<file path="config.mk">
export PLATFORM = sky130hd
export DESIGN_NAME = indexed_insert_delete_array
export DESIGN_NICKNAME = d
export VERILOG_FILES = /design/src/hw/rtl/iida_pkg.sv /design/src/hw/rtl/iida_ram.sv /design/src/hw/rtl/iida_seq.sv /design/src/hw/rtl/indexed_insert_delete_array.sv
export SDC_FILE = /design/constraint.sdc
export NUM_CORES = 1
export LEC_CHECK = 0
export BUFFER_PORTS_ARGS = -buffer_cell sky130_fd_sc_hd__clkbuf_2
export CAP_MARGIN = 20
export CORE_MARGIN = 4
export CORE_UTILIZATION = 50
export DETAILED_ROUTE_END_ITERATION = 10
export HOLD_SLACK_MARGIN = 0.08
export PLACE_DENSITY = 0.63
export SYNTH_ARGS = -nofsm -noshare
export SYNTH_HDL_FRONTEND = slang
export SYNTH_HIERARCHICAL = 1
export SYNTH_SLANG_ARGS = --single-unit
</file>
<file path="constraint.sdc">
create_clock -name i_clk -period 9.74 [get_ports i_clk]
set_input_delay 2.922 -clock i_clk [delete_from_list [all_inputs] [get_ports i_clk]]
set_output_delay 2.922 -clock i_clk [all_outputs]
set_load 0.05 [all_outputs]
</file>
<file path="src/hw/rtl/iida_pkg.sv">
// Shared types and codes for the indexed insert/delete array.
// Used by iida_seq and indexed_insert_delete_array; no dependencies.
`default_nettype none

package iida_pkg;

    // Default number of storage entries
    localparam int MAX_ENTRIES_DEF = 16;

    // Field widths fixed by the interface
    localparam int VALUE_W = 32;
    localparam int POS_W   = 8;
    localparam int CAP_W   = 5;
    localparam int FILL_W  = 5;

    // Capacity register value after reset
    localparam logic [CAP_W-1:0] CAP_RESET = 5'd16;

    // Request modes
    localparam logic [1:0] MODE_READ   = 2'd0;
    localparam logic [1:0] MODE_INSERT = 2'd1;
    localparam logic [1:0] MODE_DELETE = 2'd2;

    // Result status codes
    typedef enum logic [1:0] {
        ST_OK    = 2'd0,
        ST_FULL  = 2'd1,
        ST_RANGE = 2'd2
    } t_status;

    // Finished result handed from the sequencer to the output register
    typedef struct packed {
        logic                       valid;
        logic signed [VALUE_W-1:0]  read_value;
        t_status                    status;
        logic [FILL_W-1:0]          fill_count;
    } t_result;

endpackage

`default_nettype wire

</file>
<file path="src/hw/rtl/iida_ram.sv">
// Generic single-write, single-read RAM with registered read data.
// No package dependencies.
`default_nettype none

module iida_ram #(
    parameter int WIDTH = 32,
    parameter int DEPTH = 16
) (
    input  wire logic                     i_clk,
    input  wire logic                     i_we,
    input  wire logic [$clog2(DEPTH)-1:0] i_waddr,
    input  wire logic [WIDTH-1:0]         i_wdata,
    input  wire logic                     i_re,
    input  wire logic [$clog2(DEPTH)-1:0] i_raddr,
    output logic      [WIDTH-1:0]         o_rdata
);

    logic [WIDTH-1:0] r_mem [DEPTH];
    logic [WIDTH-1:0] r_rdata;

    // Write port
    always_ff @(posedge i_clk) begin
        if (i_we) begin
            r_mem[i_waddr] <= i_wdata;
        end
    end

    // Registered read port
    always_ff @(posedge i_clk) begin
        if (i_re) begin
            r_rdata <= r_mem[i_raddr];
        end
    end

    assign o_rdata = r_rdata;

endmodule

`default_nettype wire

</file>
<file path="src/hw/rtl/iida_seq.sv">
// Request sequencer: decodes a request, moves entries one at a time through
// the entry RAM and builds the result. Depends on iida_pkg and iida_ram.
`default_nettype none

module iida_seq #(
    parameter int MAX_ENTRIES = iida_pkg::MAX_ENTRIES_DEF
) (
    input  wire logic                                 i_clk,
    input  wire logic                                 i_rst_n,
    input  wire logic                                 i_req_valid,
    output logic                                      o_req_stall,
    input  wire logic [1:0]                           i_mode,
    input  wire logic signed [iida_pkg::POS_W-1:0]    i_position,
    input  wire logic signed [iida_pkg::VALUE_W-1:0]  i_new_value,
    input  wire logic [$clog2(MAX_ENTRIES+1)-1:0]     i_cap_eff,
    input  wire logic                                 i_out_free,
    output iida_pkg::t_result                         o_result
);

    import iida_pkg::*;

    localparam int CW   = $clog2(MAX_ENTRIES + 1);
    localparam int AW   = $clog2(MAX_ENTRIES);
    localparam int CMPW = CW + POS_W;

    typedef enum logic [5:0] {
        S_IDLE    = 6'b000001,
        S_RD_WAIT = 6'b000010,
        S_SH_RD   = 6'b000100,
        S_SH_WR   = 6'b001000,
        S_INS_WR  = 6'b010000,
        S_RESP    = 6'b100000
    } t_state;

    t_state                     r_state, n_state;
    logic [1:0]                 r_mode, n_mode;
    logic signed [VALUE_W-1:0]  r_val, n_val;
    logic signed [VALUE_W-1:0]  r_rd_value, n_rd_value;
    t_status                    r_status, n_status;
    logic [CW-1:0]              r_used, n_used;
    logic [CW-1:0]              r_idx, n_idx;
    logic [CW-1:0]              r_at, n_at;

    logic                       ram_we, ram_re;
    logic [AW-1:0]              ram_waddr, ram_raddr;
    logic [VALUE_W-1:0]         ram_wdata, ram_rdata;

    logic                       pos_neg;
    logic [CMPW-1:0]            pos_ext, used_ext;
    logic                       in_range, full;
    logic [CW-1:0]              ins_at;
    logic [CW-1:0]              idx_step;

    iida_ram #(
        .WIDTH (VALUE_W),
        .DEPTH (MAX_ENTRIES)
    ) u_ram (
        .i_clk   (i_clk),
        .i_we    (ram_we),
        .i_waddr (ram_waddr),
        .i_wdata (ram_wdata),
        .i_re    (ram_re),
        .i_raddr (ram_raddr),
        .o_rdata (ram_rdata)
    );

    // Decode position against the fill count
    always_comb begin
        pos_neg  = i_position[POS_W-1];
        pos_ext  = CMPW'(i_position[POS_W-2:0]);
        used_ext = CMPW'(r_used);
        in_range = !pos_neg && (pos_ext < used_ext);
        full     = (r_used >= i_cap_eff);
        if (pos_neg) begin
            ins_at = '0;
        end else if (pos_ext > used_ext) begin
            ins_at = r_used;
        end else begin
            ins_at = CW'(i_position[POS_W-2:0]);
        end
    end

    // Shared index unit: step down for insert, up for delete
    assign idx_step = (r_mode == MODE_INSERT) ? (r_idx - 1'b1) : (r_idx + 1'b1);

    // Sequencer next state
    always_comb begin
        n_state    = r_state;
        n_mode     = r_mode;
        n_val      = r_val;
        n_rd_value = r_rd_value;
        n_status   = r_status;
        n_used     = r_used;
        n_idx      = r_idx;
        n_at       = r_at;
        ram_we     = 1'b0;
        ram_re     = 1'b0;
        ram_waddr  = '0;
        ram_raddr  = '0;
        ram_wdata  = '0;

        unique case (r_state)
            S_IDLE: begin
                if (i_req_valid) begin
                    n_mode     = i_mode;
                    n_val      = i_new_value;
                    n_rd_value = '0;
                    n_status   = ST_OK;
                    n_state    = S_RESP;
                    unique case (i_mode)
                        MODE_READ: begin
                            if (in_range) begin
                                ram_re    = 1'b1;
                                ram_raddr = AW'(i_position[POS_W-2:0]);
                                n_state   = S_RD_WAIT;
                            end else begin
                                n_status = ST_RANGE;
                            end
                        end
                        MODE_INSERT: begin
                            if (full) begin
                                n_status = ST_FULL;
                            end else begin
                                n_at    = ins_at;
                                n_idx   = r_used;
                                n_used  = r_used + 1'b1;
                                n_state = (r_used > ins_at) ? S_SH_RD : S_INS_WR;
                            end
                        end
                        MODE_DELETE: begin
                            if (in_range) begin
                                n_idx  = CW'(i_position[POS_W-2:0]);
                                n_used = r_used - 1'b1;
                                if ((pos_ext + 1'b1) < used_ext) begin
                                    n_state = S_SH_RD;
                                end
                            end else begin
                                n_status = ST_RANGE;
                            end
                        end
                        default: begin
                            n_status = ST_OK;
                        end
                    endcase
                end
            end
            S_RD_WAIT: begin
                n_rd_value = ram_rdata;
                n_state    = S_RESP;
            end
            S_SH_RD: begin
                ram_re    = 1'b1;
                ram_raddr = AW'(idx_step);
                n_state   = S_SH_WR;
            end
            S_SH_WR: begin
                ram_we    = 1'b1;
                ram_waddr = AW'(r_idx);
                ram_wdata = ram_rdata;
                n_idx     = idx_step;
                if (r_mode == MODE_INSERT) begin
                    n_state = (idx_step > r_at) ? S_SH_RD : S_INS_WR;
                end else begin
                    n_state = (idx_step < r_used) ? S_SH_RD : S_RESP;
                end
            end
            S_INS_WR: begin
                ram_we    = 1'b1;
                ram_waddr = AW'(r_at);
                ram_wdata = r_val;
                n_state   = S_RESP;
            end
            S_RESP: begin
                if (i_out_free) begin
                    n_state = S_IDLE;
                end
            end
            default: begin
                n_state = S_IDLE;
            end
        endcase
    end

    // Control registers
    always_ff @(posedge i_clk) begin
        if (!i_rst_n) begin
            r_state <= S_IDLE;
            r_used  <= '0;
        end else begin
            r_state <= n_state;
            r_used  <= n_used;
        end
    end

    // Working registers
    always_ff @(posedge i_clk) begin
        r_mode     <= n_mode;
        r_val      <= n_val;
        r_rd_value <= n_rd_value;
        r_status   <= n_status;
        r_idx      <= n_idx;
        r_at       <= n_at;
    end

    // Present handshake and result
    assign o_req_stall = (r_state != S_IDLE);

    always_comb begin
        o_result.valid      = (r_state == S_RESP);
        o_result.read_value = r_rd_value;
        o_result.status     = r_status;
        o_result.fill_count = FILL_W'(r_used);
    end

    // Fill count never passes the storage depth
    a_used_bound: assert property (@(posedge i_clk) disable iff (!i_rst_n)
        r_used <= CW'(MAX_ENTRIES))
        else $error("fill count above storage depth");

    // An accepted insert with room grows the fill by one
    a_insert_grows: assert property (@(posedge i_clk) disable iff (!i_rst_n)
        (r_state == S_IDLE && i_req_valid && i_mode == MODE_INSERT && !full)
        |=> (r_used == $past(r_used) + 1'b1))
        else $error("insert did not grow fill count");

    // RAM writes happen only while moving entries or placing a new value
    a_we_states: assert property (@(posedge i_clk) disable iff (!i_rst_n)
        ram_we |-> (r_state == S_SH_WR || r_state == S_INS_WR))
        else $error("RAM write outside shift or insert");

    // A refused insert leaves the fill count unchanged
    a_full_hold: assert property (@(posedge i_clk) disable iff (!i_rst_n)
        (r_state == S_IDLE && i_req_valid && i_mode == MODE_INSERT && full)
        |=> (r_used == $past(r_used)))
        else $error("refused insert changed fill count");

endmodule

`default_nettype wire

</file>
<file path="src/hw/rtl/indexed_insert_delete_array.sv">
// Top level: capacity register, output result register and the sequencer.
// Depends on iida_pkg, iida_seq and iida_ram.
`default_nettype none

// Ordered array of signed 32-bit words addressed by position. Each request
// reads, inserts or deletes one entry and returns one result with a status
// and the fill count after the request. Entries live in a single-port-write,
// registered-read RAM and are moved one at a time by a small sequencer that
// reads each moved entry and then writes it to its new place. The block
// takes one request at a time; a finished result sits in an output register
// so the sequencer can start the next request while it waits. Capacity must
// be written only while the block is idle; the block itself does not enforce
// it. A value of zero acts as one and a value above the storage depth acts
// as the depth. There is no clearing pass after reset.
module indexed_insert_delete_array #(
    parameter int MAX_ENTRIES = iida_pkg::MAX_ENTRIES_DEF
) (
    input  wire logic                                 i_clk,
    input  wire logic                                 i_rst_n,
    input  wire logic                                 i_in_valid,
    output logic                                      o_in_stall,
    input  wire logic [1:0]                           i_mode,
    input  wire logic signed [iida_pkg::POS_W-1:0]    i_position,
    input  wire logic signed [iida_pkg::VALUE_W-1:0]  i_new_value,
    output logic                                      o_out_valid,
    input  wire logic                                 i_out_stall,
    output logic signed [iida_pkg::VALUE_W-1:0]       o_read_value,
    output logic [1:0]                                o_status,
    output logic [iida_pkg::FILL_W-1:0]               o_fill_count,
    input  wire logic                                 i_cfg_wr_en,
    input  wire logic [iida_pkg::CAP_W-1:0]           i_cfg_wr_data
);

    import iida_pkg::*;

    localparam int CW = $clog2(MAX_ENTRIES + 1);

    logic [CAP_W-1:0]          r_cap;
    logic [CW-1:0]             cap_eff;
    t_result                   seq_result;
    logic                      out_free;
    logic                      r_out_valid, n_out_valid;
    logic signed [VALUE_W-1:0] r_out_value;
    t_status                   r_out_status;
    logic [FILL_W-1:0]         r_out_fill;

    // Capacity register
    always_ff @(posedge i_clk) begin
        if (!i_rst_n) begin
            r_cap <= CAP_RESET;
        end else if (i_cfg_wr_en) begin
            r_cap <= i_cfg_wr_data;
        end
    end

    // Saturate capacity to one..depth
    always_comb begin
        priority if (r_cap == '0) begin
            cap_eff = CW'(1);
        end else if (int'(r_cap) > MAX_ENTRIES) begin
            cap_eff = CW'(MAX_ENTRIES);
        end else begin
            cap_eff = CW'(r_cap);
        end
    end

    iida_seq #(
        .MAX_ENTRIES (MAX_ENTRIES)
    ) u_seq (
        .i_clk       (i_clk),
        .i_rst_n     (i_rst_n),
        .i_req_valid (i_in_valid),
        .o_req_stall (o_in_stall),
        .i_mode      (i_mode),
        .i_position  (i_position),
        .i_new_value (i_new_value),
        .i_cap_eff   (cap_eff),
        .i_out_free  (out_free),
        .o_result    (seq_result)
    );

    // Output register: load when empty or being taken
    assign out_free = !r_out_valid || !i_out_stall;

    always_comb begin
        if (seq_result.valid && out_free) begin
            n_out_valid = 1'b1;
        end else if (out_free) begin
            n_out_valid = 1'b0;
        end else begin
            n_out_valid = r_out_valid;
        end
    end

    always_ff @(posedge i_clk) begin
        if (!i_rst_n) begin
            r_out_valid <= 1'b0;
        end else begin
            r_out_valid <= n_out_valid;
        end
    end

    always_ff @(posedge i_clk) begin
        if (seq_result.valid && out_free) begin
            r_out_value  <= seq_result.read_value;
            r_out_status <= seq_result.status;
            r_out_fill   <= seq_result.fill_count;
        end
    end

    assign o_out_valid  = r_out_valid;
    assign o_read_value = r_out_value;
    assign o_status     = r_out_status;
    assign o_fill_count = r_out_fill;

endmodule

`default_nettype wire

</file>
== Word-level counts from Yosys, hierarchy flattened ==
Memory sizes are Yosys's and may differ from the RTL's. A register that Yosys moved wholly into a read port is not among the register bits.
Cells that the tools add are included.

* Bits in registers: 134
* Latch bits: 0
* RAM bits: 512
* Bits in read-only memories: 0
* Bits of input ports: 52
* Output and inout bits: 41
* Logic and storage cells: 111
* Memories kept: 1

* Add/subtract/negate cells: 5
* $mul: 0
* Div/mod/pow operators: 0
* $lt $le $gt $ge: 8
* Equal/unequal tests: 17
* Shift operators: 0
* Muxes and demuxes: 45
* Bitwise logic cells: 1
* Reduce and logical (&&, ||, !) cells: 21

{| class="wikitable"
|+ Memory list
! memory !! depth !! width !! read ports !! clocked after Yosys merged registers in !! wr ports !! line !! text
|-
| u_seq.u_ram.r_mem || 16 || 32 || 1 || 1 || 1 || iida_ram.sv:18 || <nowiki>logic [WIDTH-1:0] r_mem [DEPTH];</nowiki>
|}

{| class="wikitable"
|+ Operators with widths
! cell !! number
|-
| one-hot mux 32 bit (2 select lines) || 2
|-
| 2-to-1 mux 5 bit || 12
|-
| 2-to-1 mux 6 bit || 8
|-
| 2-to-1 mux 32 bit || 1
|-
| one-hot mux 5 bit (2 select lines) || 3
|-
| one-hot mux 6 bit (5 select lines) || 1
|-
| one-hot mux 6 bit (3 select lines) || 1
|-
| one-hot mux 4 bit (2 select lines) || 2
|-
| < comparator 13 x 5 -> 1 bit || 1
|-
| 2-to-1 mux 4 bit || 3
|-
| adder 5 x 1 -> 5 bit (second input constant) || 2
|-
| greater-than comparator 5 bit || 2
|-
| AND reduction 5 bit || 2
|-
| subtractor 5 x 1 -> 5 bit (second input constant) || 2
|-
| 2-to-1 mux 1 bit || 9
|-
| adder 7 x 1 -> 8 bit (second input constant) || 1
|-
| nonzero test 2 bit || 4
|-
| greater-than comparator 7 x 5 -> 1 bit || 1
|-
| < comparator 7 x 5 -> 1 bit || 1
|-
| equality test 6 x 1 -> 1 bit (second input constant) || 1
|-
| equality test 6 x 2 -> 1 bit (second input constant) || 1
|-
| equality test 6 x 3 -> 1 bit (second input constant) || 1
|-
| equality test 6 x 4 -> 1 bit (second input constant) || 1
|-
| equality test 6 x 5 -> 1 bit (second input constant) || 1
|-
| other kinds (23) || 34
|}

== Logic depth before layout (Yosys ltp) ==
* Depth in word-level cells: 9
* Gate-level depth with buffers: 16
* Gate-level depth less buffers: 15

== Cells and area by module ==
Netlist, hierarchy kept.

{| class="wikitable"
|+ Modules (own cells, without submodules)
! module !! times used !! cells an instance !! area an instance (sq um)
|-
| iida_ram || 1 || 838 || 20155.6
|-
| iida_seq || 1 || 417 || 4849.7
|-
| indexed_insert_delete_array || 1 || 67 || 1433.9
|}

== Worst setup path before layout ==
No wires, ideal clock.

* Kind: input port to flip-flop
* Start: input i_position[1] (netlist bit)
* End: register u_seq.u_ram.r_rdata[10], in the netlist u_seq/u_ram/o_rdata[10], read port of u_seq.u_ram.r_mem (data pin)
* Arrival time: 5.471 ns
* Slack: 4.010 ns
* Stages on the path: 12
* Path buffers: 2
* Path through: ha_1 -> nor2b_1 -> o21ai_0 -> nand3_1 -> nor3_1 -> nand2_1 -> o21ai_0 -> buf_2 -> buf_2 -> mux4_2 -> a22oi_1 -> nand2_1

* Word-level cells in the longest chain between the ends: 6
* Elaborated cells between the ends (all ways): 10
* Classes of those cells: order compare (1); mux (8); reduce/logical (1)

{| class="wikitable"
|+ Ends and longest elaborated chain
! item !! line !! text
|-
| start, declared || indexed_insert_delete_array.sv:23 || <nowiki>input wire logic signed [iida_pkg::POS_W-1:0] i_position,</nowiki>
|-
| < comparator 7 x 5 -> 1 bit || iida_seq.sv:72 || <nowiki>in_range = !pos_neg && (pos_ext < used_ext);</nowiki>
|-
| logical AND 1 bit || iida_seq.sv:72 ||
|-
| 2-to-1 mux 4 bit || iida_seq.sv:112 || <nowiki>if (in_range) begin</nowiki>
|-
| 2-to-1 mux 4 bit || iida_seq.sv:110 || <nowiki>unique case (i_mode)</nowiki>
|-
| 2-to-1 mux 4 bit || iida_seq.sv:104 || <nowiki>if (i_req_valid) begin</nowiki>
|-
| one-hot mux 4 bit (2 select lines) || iida_seq.sv:102 || <nowiki>unique case (r_state)</nowiki>
|-
| net u_seq.ram_raddr[0] || iida_seq.sv:45 || <nowiki>logic [AW-1:0] ram_waddr, ram_raddr;</nowiki>
|-
| end, declared || iida_ram.sv:19 || <nowiki>logic [WIDTH-1:0] r_rdata;</nowiki>
|}

The timed path passes the listed nets, and every way through them passes these cells.
A chain may end at the register's enable or synchronous reset.

== Worst setup path in the final report ==
* Start: input i_position[1] (netlist bit)
* End: register u_seq.u_ram.r_rdata[25], in the netlist u_seq/u_ram/o_rdata[25], read port of u_seq.u_ram.r_mem (data pin)

The elaborated chain is that of the path after synthesis.

==> results.rst <==
.. list-table::
   :header-rows: 1

   * - Metric
     - Value
   * - Status
     - completed
   * - Boundary Pins
     - between 90 and 100
   * - Final WL
     - a little under 60,000 µm
   * - Layout overhead on the synthesized area
     - 14.4%
   * - Setup repair after global routing missed its margin
     - no
   * - Total GRT Usage
     - 21.3%
   * - Number of slew-limit violations in the final report
     - 0
   * - Die Width
     - 238 µm
   * - Most frequent cell after synthesis
     - edfxtp_1
   * - PwrDens
     - between 200 and 250 nW/µm²
   * - Number of detailed-route iterations in the first pass
     - 5
   * - Cell types with the highest counts after synthesis
     - edfxtp_1, mux4_2, a22oi_1
   * - Number of antenna violations at the first check in global routing
     - 1
   * - Delay-heaviest family, CP
     - simple AND/OR/NAND/NOR gates
   * - Fraction of final layout cells with drive strength greater than 1
     - 26.4%
   * - Mean cell area of the mapped netlist
     - between 15 and 20 µm²
   * - EDFF count, synth
     - 661
   * - Arrival time worst endpoint
     - between 6 and 7 ns
   * - Clock slew seen by the registers of the worst setup and hold paths
     - about 0.06 ns
   * - Critical path depth
     - 12
   * - Hold Violations, Final
     - 0
   * - Nets@finish
     - ~1,500
   * - Hpwl dp
     - between 30,000 and 40,000 µm
   * - Resized cells post-CTS
     - 0
   * - Starting utilization of the core area
     - just over 50%
   * - Highest routed metal layer
     - met4
   * - Setup TNS
     - 0 ns
   * - Synthesized netlist net count
     - between 1,000 and 1,500
   * - HP Class
     - reg2reg
   * - Endpoint of the lowest-slack register-to-register path
     - u_seq/u_ram/o_rdata[25]$_DFFE_PP_
   * - Clock sink total
     - 678
   * - Hold Startpoint
     - u_seq/r_rd_value[23]$_SDFFCE_PN0P_
   * - Die area
     - about 57,000 µm²
   * - Row count
     - between 80 and 90
   * - Met3 wirelength from detailed routing
     - ~4100 µm
   * - Number of cells traversed by the worst hold path
     - 0
   * - Proportion of synthesized flip-flops having asynchronous set or reset
     - 0%
   * - Final GP Congestion
     - between 0.7 and 0.8
   * - Average vias per placed instance
     - around 6.0
   * - Proportion of synthesized chip area in sequential cells
     - roughly 76%
   * - Non-Filler Instances
     - 2,201
   * - Final standard cell utilization of the core
     - 57.7%
   * - Root buffer cell
     - clkbuf_16
   * - Pin count of the biggest net entering global routing
     - ~80
   * - Most area-consuming cells after synthesis
     - edfxtp_1, mux4_2, a22oi_1, ha_1, a22o_1
   * - Dominant cell type by count on the critical path
     - nand2_1
   * - Number of violations reported at the end of detailed-routing iteration 0
     - 1,327
   * - Inst Count DP
     - just over 2,000
   * - Measured slew at the worst slew-check pin
     - just under 0.9 ns
   * - Hold buffers post-CTS
     - 0
   * - Syn. warnings
     - 6
   * - Vias after detailed routing
     - between 10,000 and 15,000
   * - Synth Flop Type
     - edfxtp_1
   * - DRC
     - 0
   * - Slowest Stage Delay on Critical Path
     - approximately 0.74 ns
   * - Number of buffers between clock root and the deepest sink
     - 3
   * - RR Startpoint
     - u_seq/r_used[1]$_SDFFE_PN0P_
   * - Maximum fanout count along the critical path
     - 37
   * - CP cell instances
     - clkbuf_2, ha_1, nor2b_1, o21ai_0, nand3_1, nor3_1, nand2_1, o21ai_4, buf_4, mux4_2, a22oi_1, nand2_1
   * - Bufs and invs on worst path
     - 2
   * - Final global-route overflow total
     - 0
   * - Total cell area at the placement stage
     - 27,900 µm²
   * - Postcts setup bufs
     - 0
   * - Minimum setup slack among reg-to-reg paths
     - 5.05 ns
   * - Worst-skew pair later-pin latency
     - around 0.59 ns
   * - Library cells used by synthesis
     - 56
   * - Number of storage elements in the synthesis netlist
     - slightly below 700
   * - Met2 routed WL
     - 29,300 µm
   * - Worst-case vdd ir drop
     - between 0.1 and 0.15 mV
   * - Synthesized netlist cell count
     - around 1,300
   * - CP startpoint kind
     - input port
   * - Worst setup skew after layout
     - 0.0234 ns
   * - Vertical die dimension
     - approximately 240 µm
   * - Cell leakage power
     - ~11 nW
   * - Post-route cell area
     - just over 30,000 µm²
   * - Wire length on met1
     - ~25,000 µm
   * - Cts bufs inserted
     - 71
   * - Fraction of the cycle the final worst path needs
     - ~66%
   * - Worst r2r path cells
     - 12
   * - Normalized max-slew margin
     - a little over two fifths
   * - Critical path class
     - in2reg
   * - Antenna Nets Post-Route
     - 0
   * - Core Area
     - 52,400 µm²
   * - Clock tree from TritonCTS
     - built
   * - # Max-Cap Violations
     - 0
   * - Post-synth design cell area
     - about 26,000 µm²
   * - Antenna cell count
     - 0
   * - Vias in the first global route
     - about 14,000
   * - Leading area contributor after synthesis
     - edfxtp_1
   * - CP Data Required Time
     - between 10 and 15 ns
   * - First-pass GRT wire length
     - ~89,000 µm
   * - Final setup violation count
     - 0
   * - Final routed wire length divided by cell count
     - around 27 µm
   * - Worst Hold Path EP
     - o_read_value[23]$_DFFE_PP_
   * - Final critical delay including setup and external delays
     - approximately 6.5 ns
   * - Max frequency
     - 154 MHz
   * - Total number of H-tree levels
     - 3
   * - Kind of end point of the critical path
     - flip-flop
   * - Critical path's slowest cell
     - buf_4
   * - Portion of synthesized cell area occupied by the leading cell type
     - 75.1%
   * - Number of buffers added on ports
     - 92
[cells in the final DEF, fill, tap and decap left out, drive strengths merged, types with 21 or more instances in the layout]
| master | instances |
|---|---|
| mux4 | 128 |
| edfxtp | 661 |
| clkbuf | 182 |
| a22oi | 65 |
| clkinv | 24 |
| nand2 | 52 |
| a21oi | 21 |
| inv | 28 |
| and2 | 40 |
| nor2 | 37 |
| buf | 32 |
| ha | 36 |
| a22o | 39 |
[how the worst max path moves through the flow]
stage	endpoint	from	slack, ns
after floorplan	u_seq/u_ram/o_rdata[10]$_DFFE_PP_	i_position[1]	4.01
after global placement	u_seq/u_ram/o_rdata[16]$_DFFE_PP_	i_position[1]	2.83
after detailed placement	u_seq/u_ram/o_rdata[16]$_DFFE_PP_	i_position[1]	2.67
after CTS	u_seq/u_ram/o_rdata[25]$_DFFE_PP_	i_position[1]	3.29
after global routing	u_seq/u_ram/o_rdata[22]$_DFFE_PP_	i_position[1]	2.94
final	u_seq/u_ram/o_rdata[25]$_DFFE_PP_	i_position[1]	3.26
[state kept, by name, indices dropped and copies added (netlist names)]
name,flops
o_out_valid,1
u_seq/r_idx,5
u_seq/r_mode,2
u_seq/r_val,32
o_status,2
u_seq/r_rd_value,32
u_seq/u_ram/r_mem,512
u_seq/r_state,6
o_fill_count,5
u_seq/r_at,5
u_seq/r_used,5
o_read_value,32
r_cap,5
u_seq/r_status,2
u_seq/u_ram/o_rdata,32
[worst reg2reg max path, delay by kind of cell (launching register included)]
family	cells	cell delay [ns]
multiplexers	1	0.62
buffers and inverters	2	0.97
AO/OA/AOI/OAI	3	0.87
adder cells (fa/ha/maj)	1	0.34
AND/OR/NAND/NOR	5	1.19
flip-flops	1	0.48
[power breakdown]
| group | leakage, nW | internal [mW] | switching, mW | total [mW] |
|---|---|---|---|---|
| Clock | 1.13 | 1.62 | 1.08 | 2.70 |
| Combinational | 2.52 | 0.139 | 0.328 | 0.466 |
| Sequential | 7.23 | 3.33 | 0.0507 | 3.38 |
| Total | 10.9 | 5.09 | 1.45 | 6.55 |
[stage by stage]
step / hold WS, ns / setup slack [ns] / power (mW)
after CTS: 0.419 / 3.29 / 6.62
after floorplan: 0.400 / 4.01 / 3.74
after global routing: 0.423 / 2.94 / 6.81
after detailed placement: 0.405 / 2.67 / 3.91
after global placement: 0.402 / 2.83 / 3.90
final: 0.417 / 3.26 / 6.55
[final cells by class]
| type | instances | area, µm² |
|---|---|---|
| flip-flops and latches | 678 | 20200 |
| well taps | 688 | 861 |
| repair buffers | 124 | 726 |
| fillers | 3847 | 22200 |
| multi-input cells | 556 | 6040 |
| inverters | 25 | 93.8 |
| clock inverters | 40 | 444 |
| clock buffers | 90 | 1890 |
[cells by family after synthesis]
family | Yosys count | synth area share, %
AOI/OAI and AO/OA | 165 | 4.62
xor gates and xnor gates | 12 | 0.398
adders and majority gates | 38 | 1.86
buffers and inverters | 88 | 1.41
DFF | 678 | 76.4
muxes | 140 | 11.4
and+or+nand+nor | 201 | 3.99
[per-layer routing]
layer,up-vias,track usage [%]
met1,7056,30.4
li1,5697,-
met5,-,0
met3,91,3.84
met2,447,34.8
met4,0,5.41
Power figures use the tool's default switching activity.
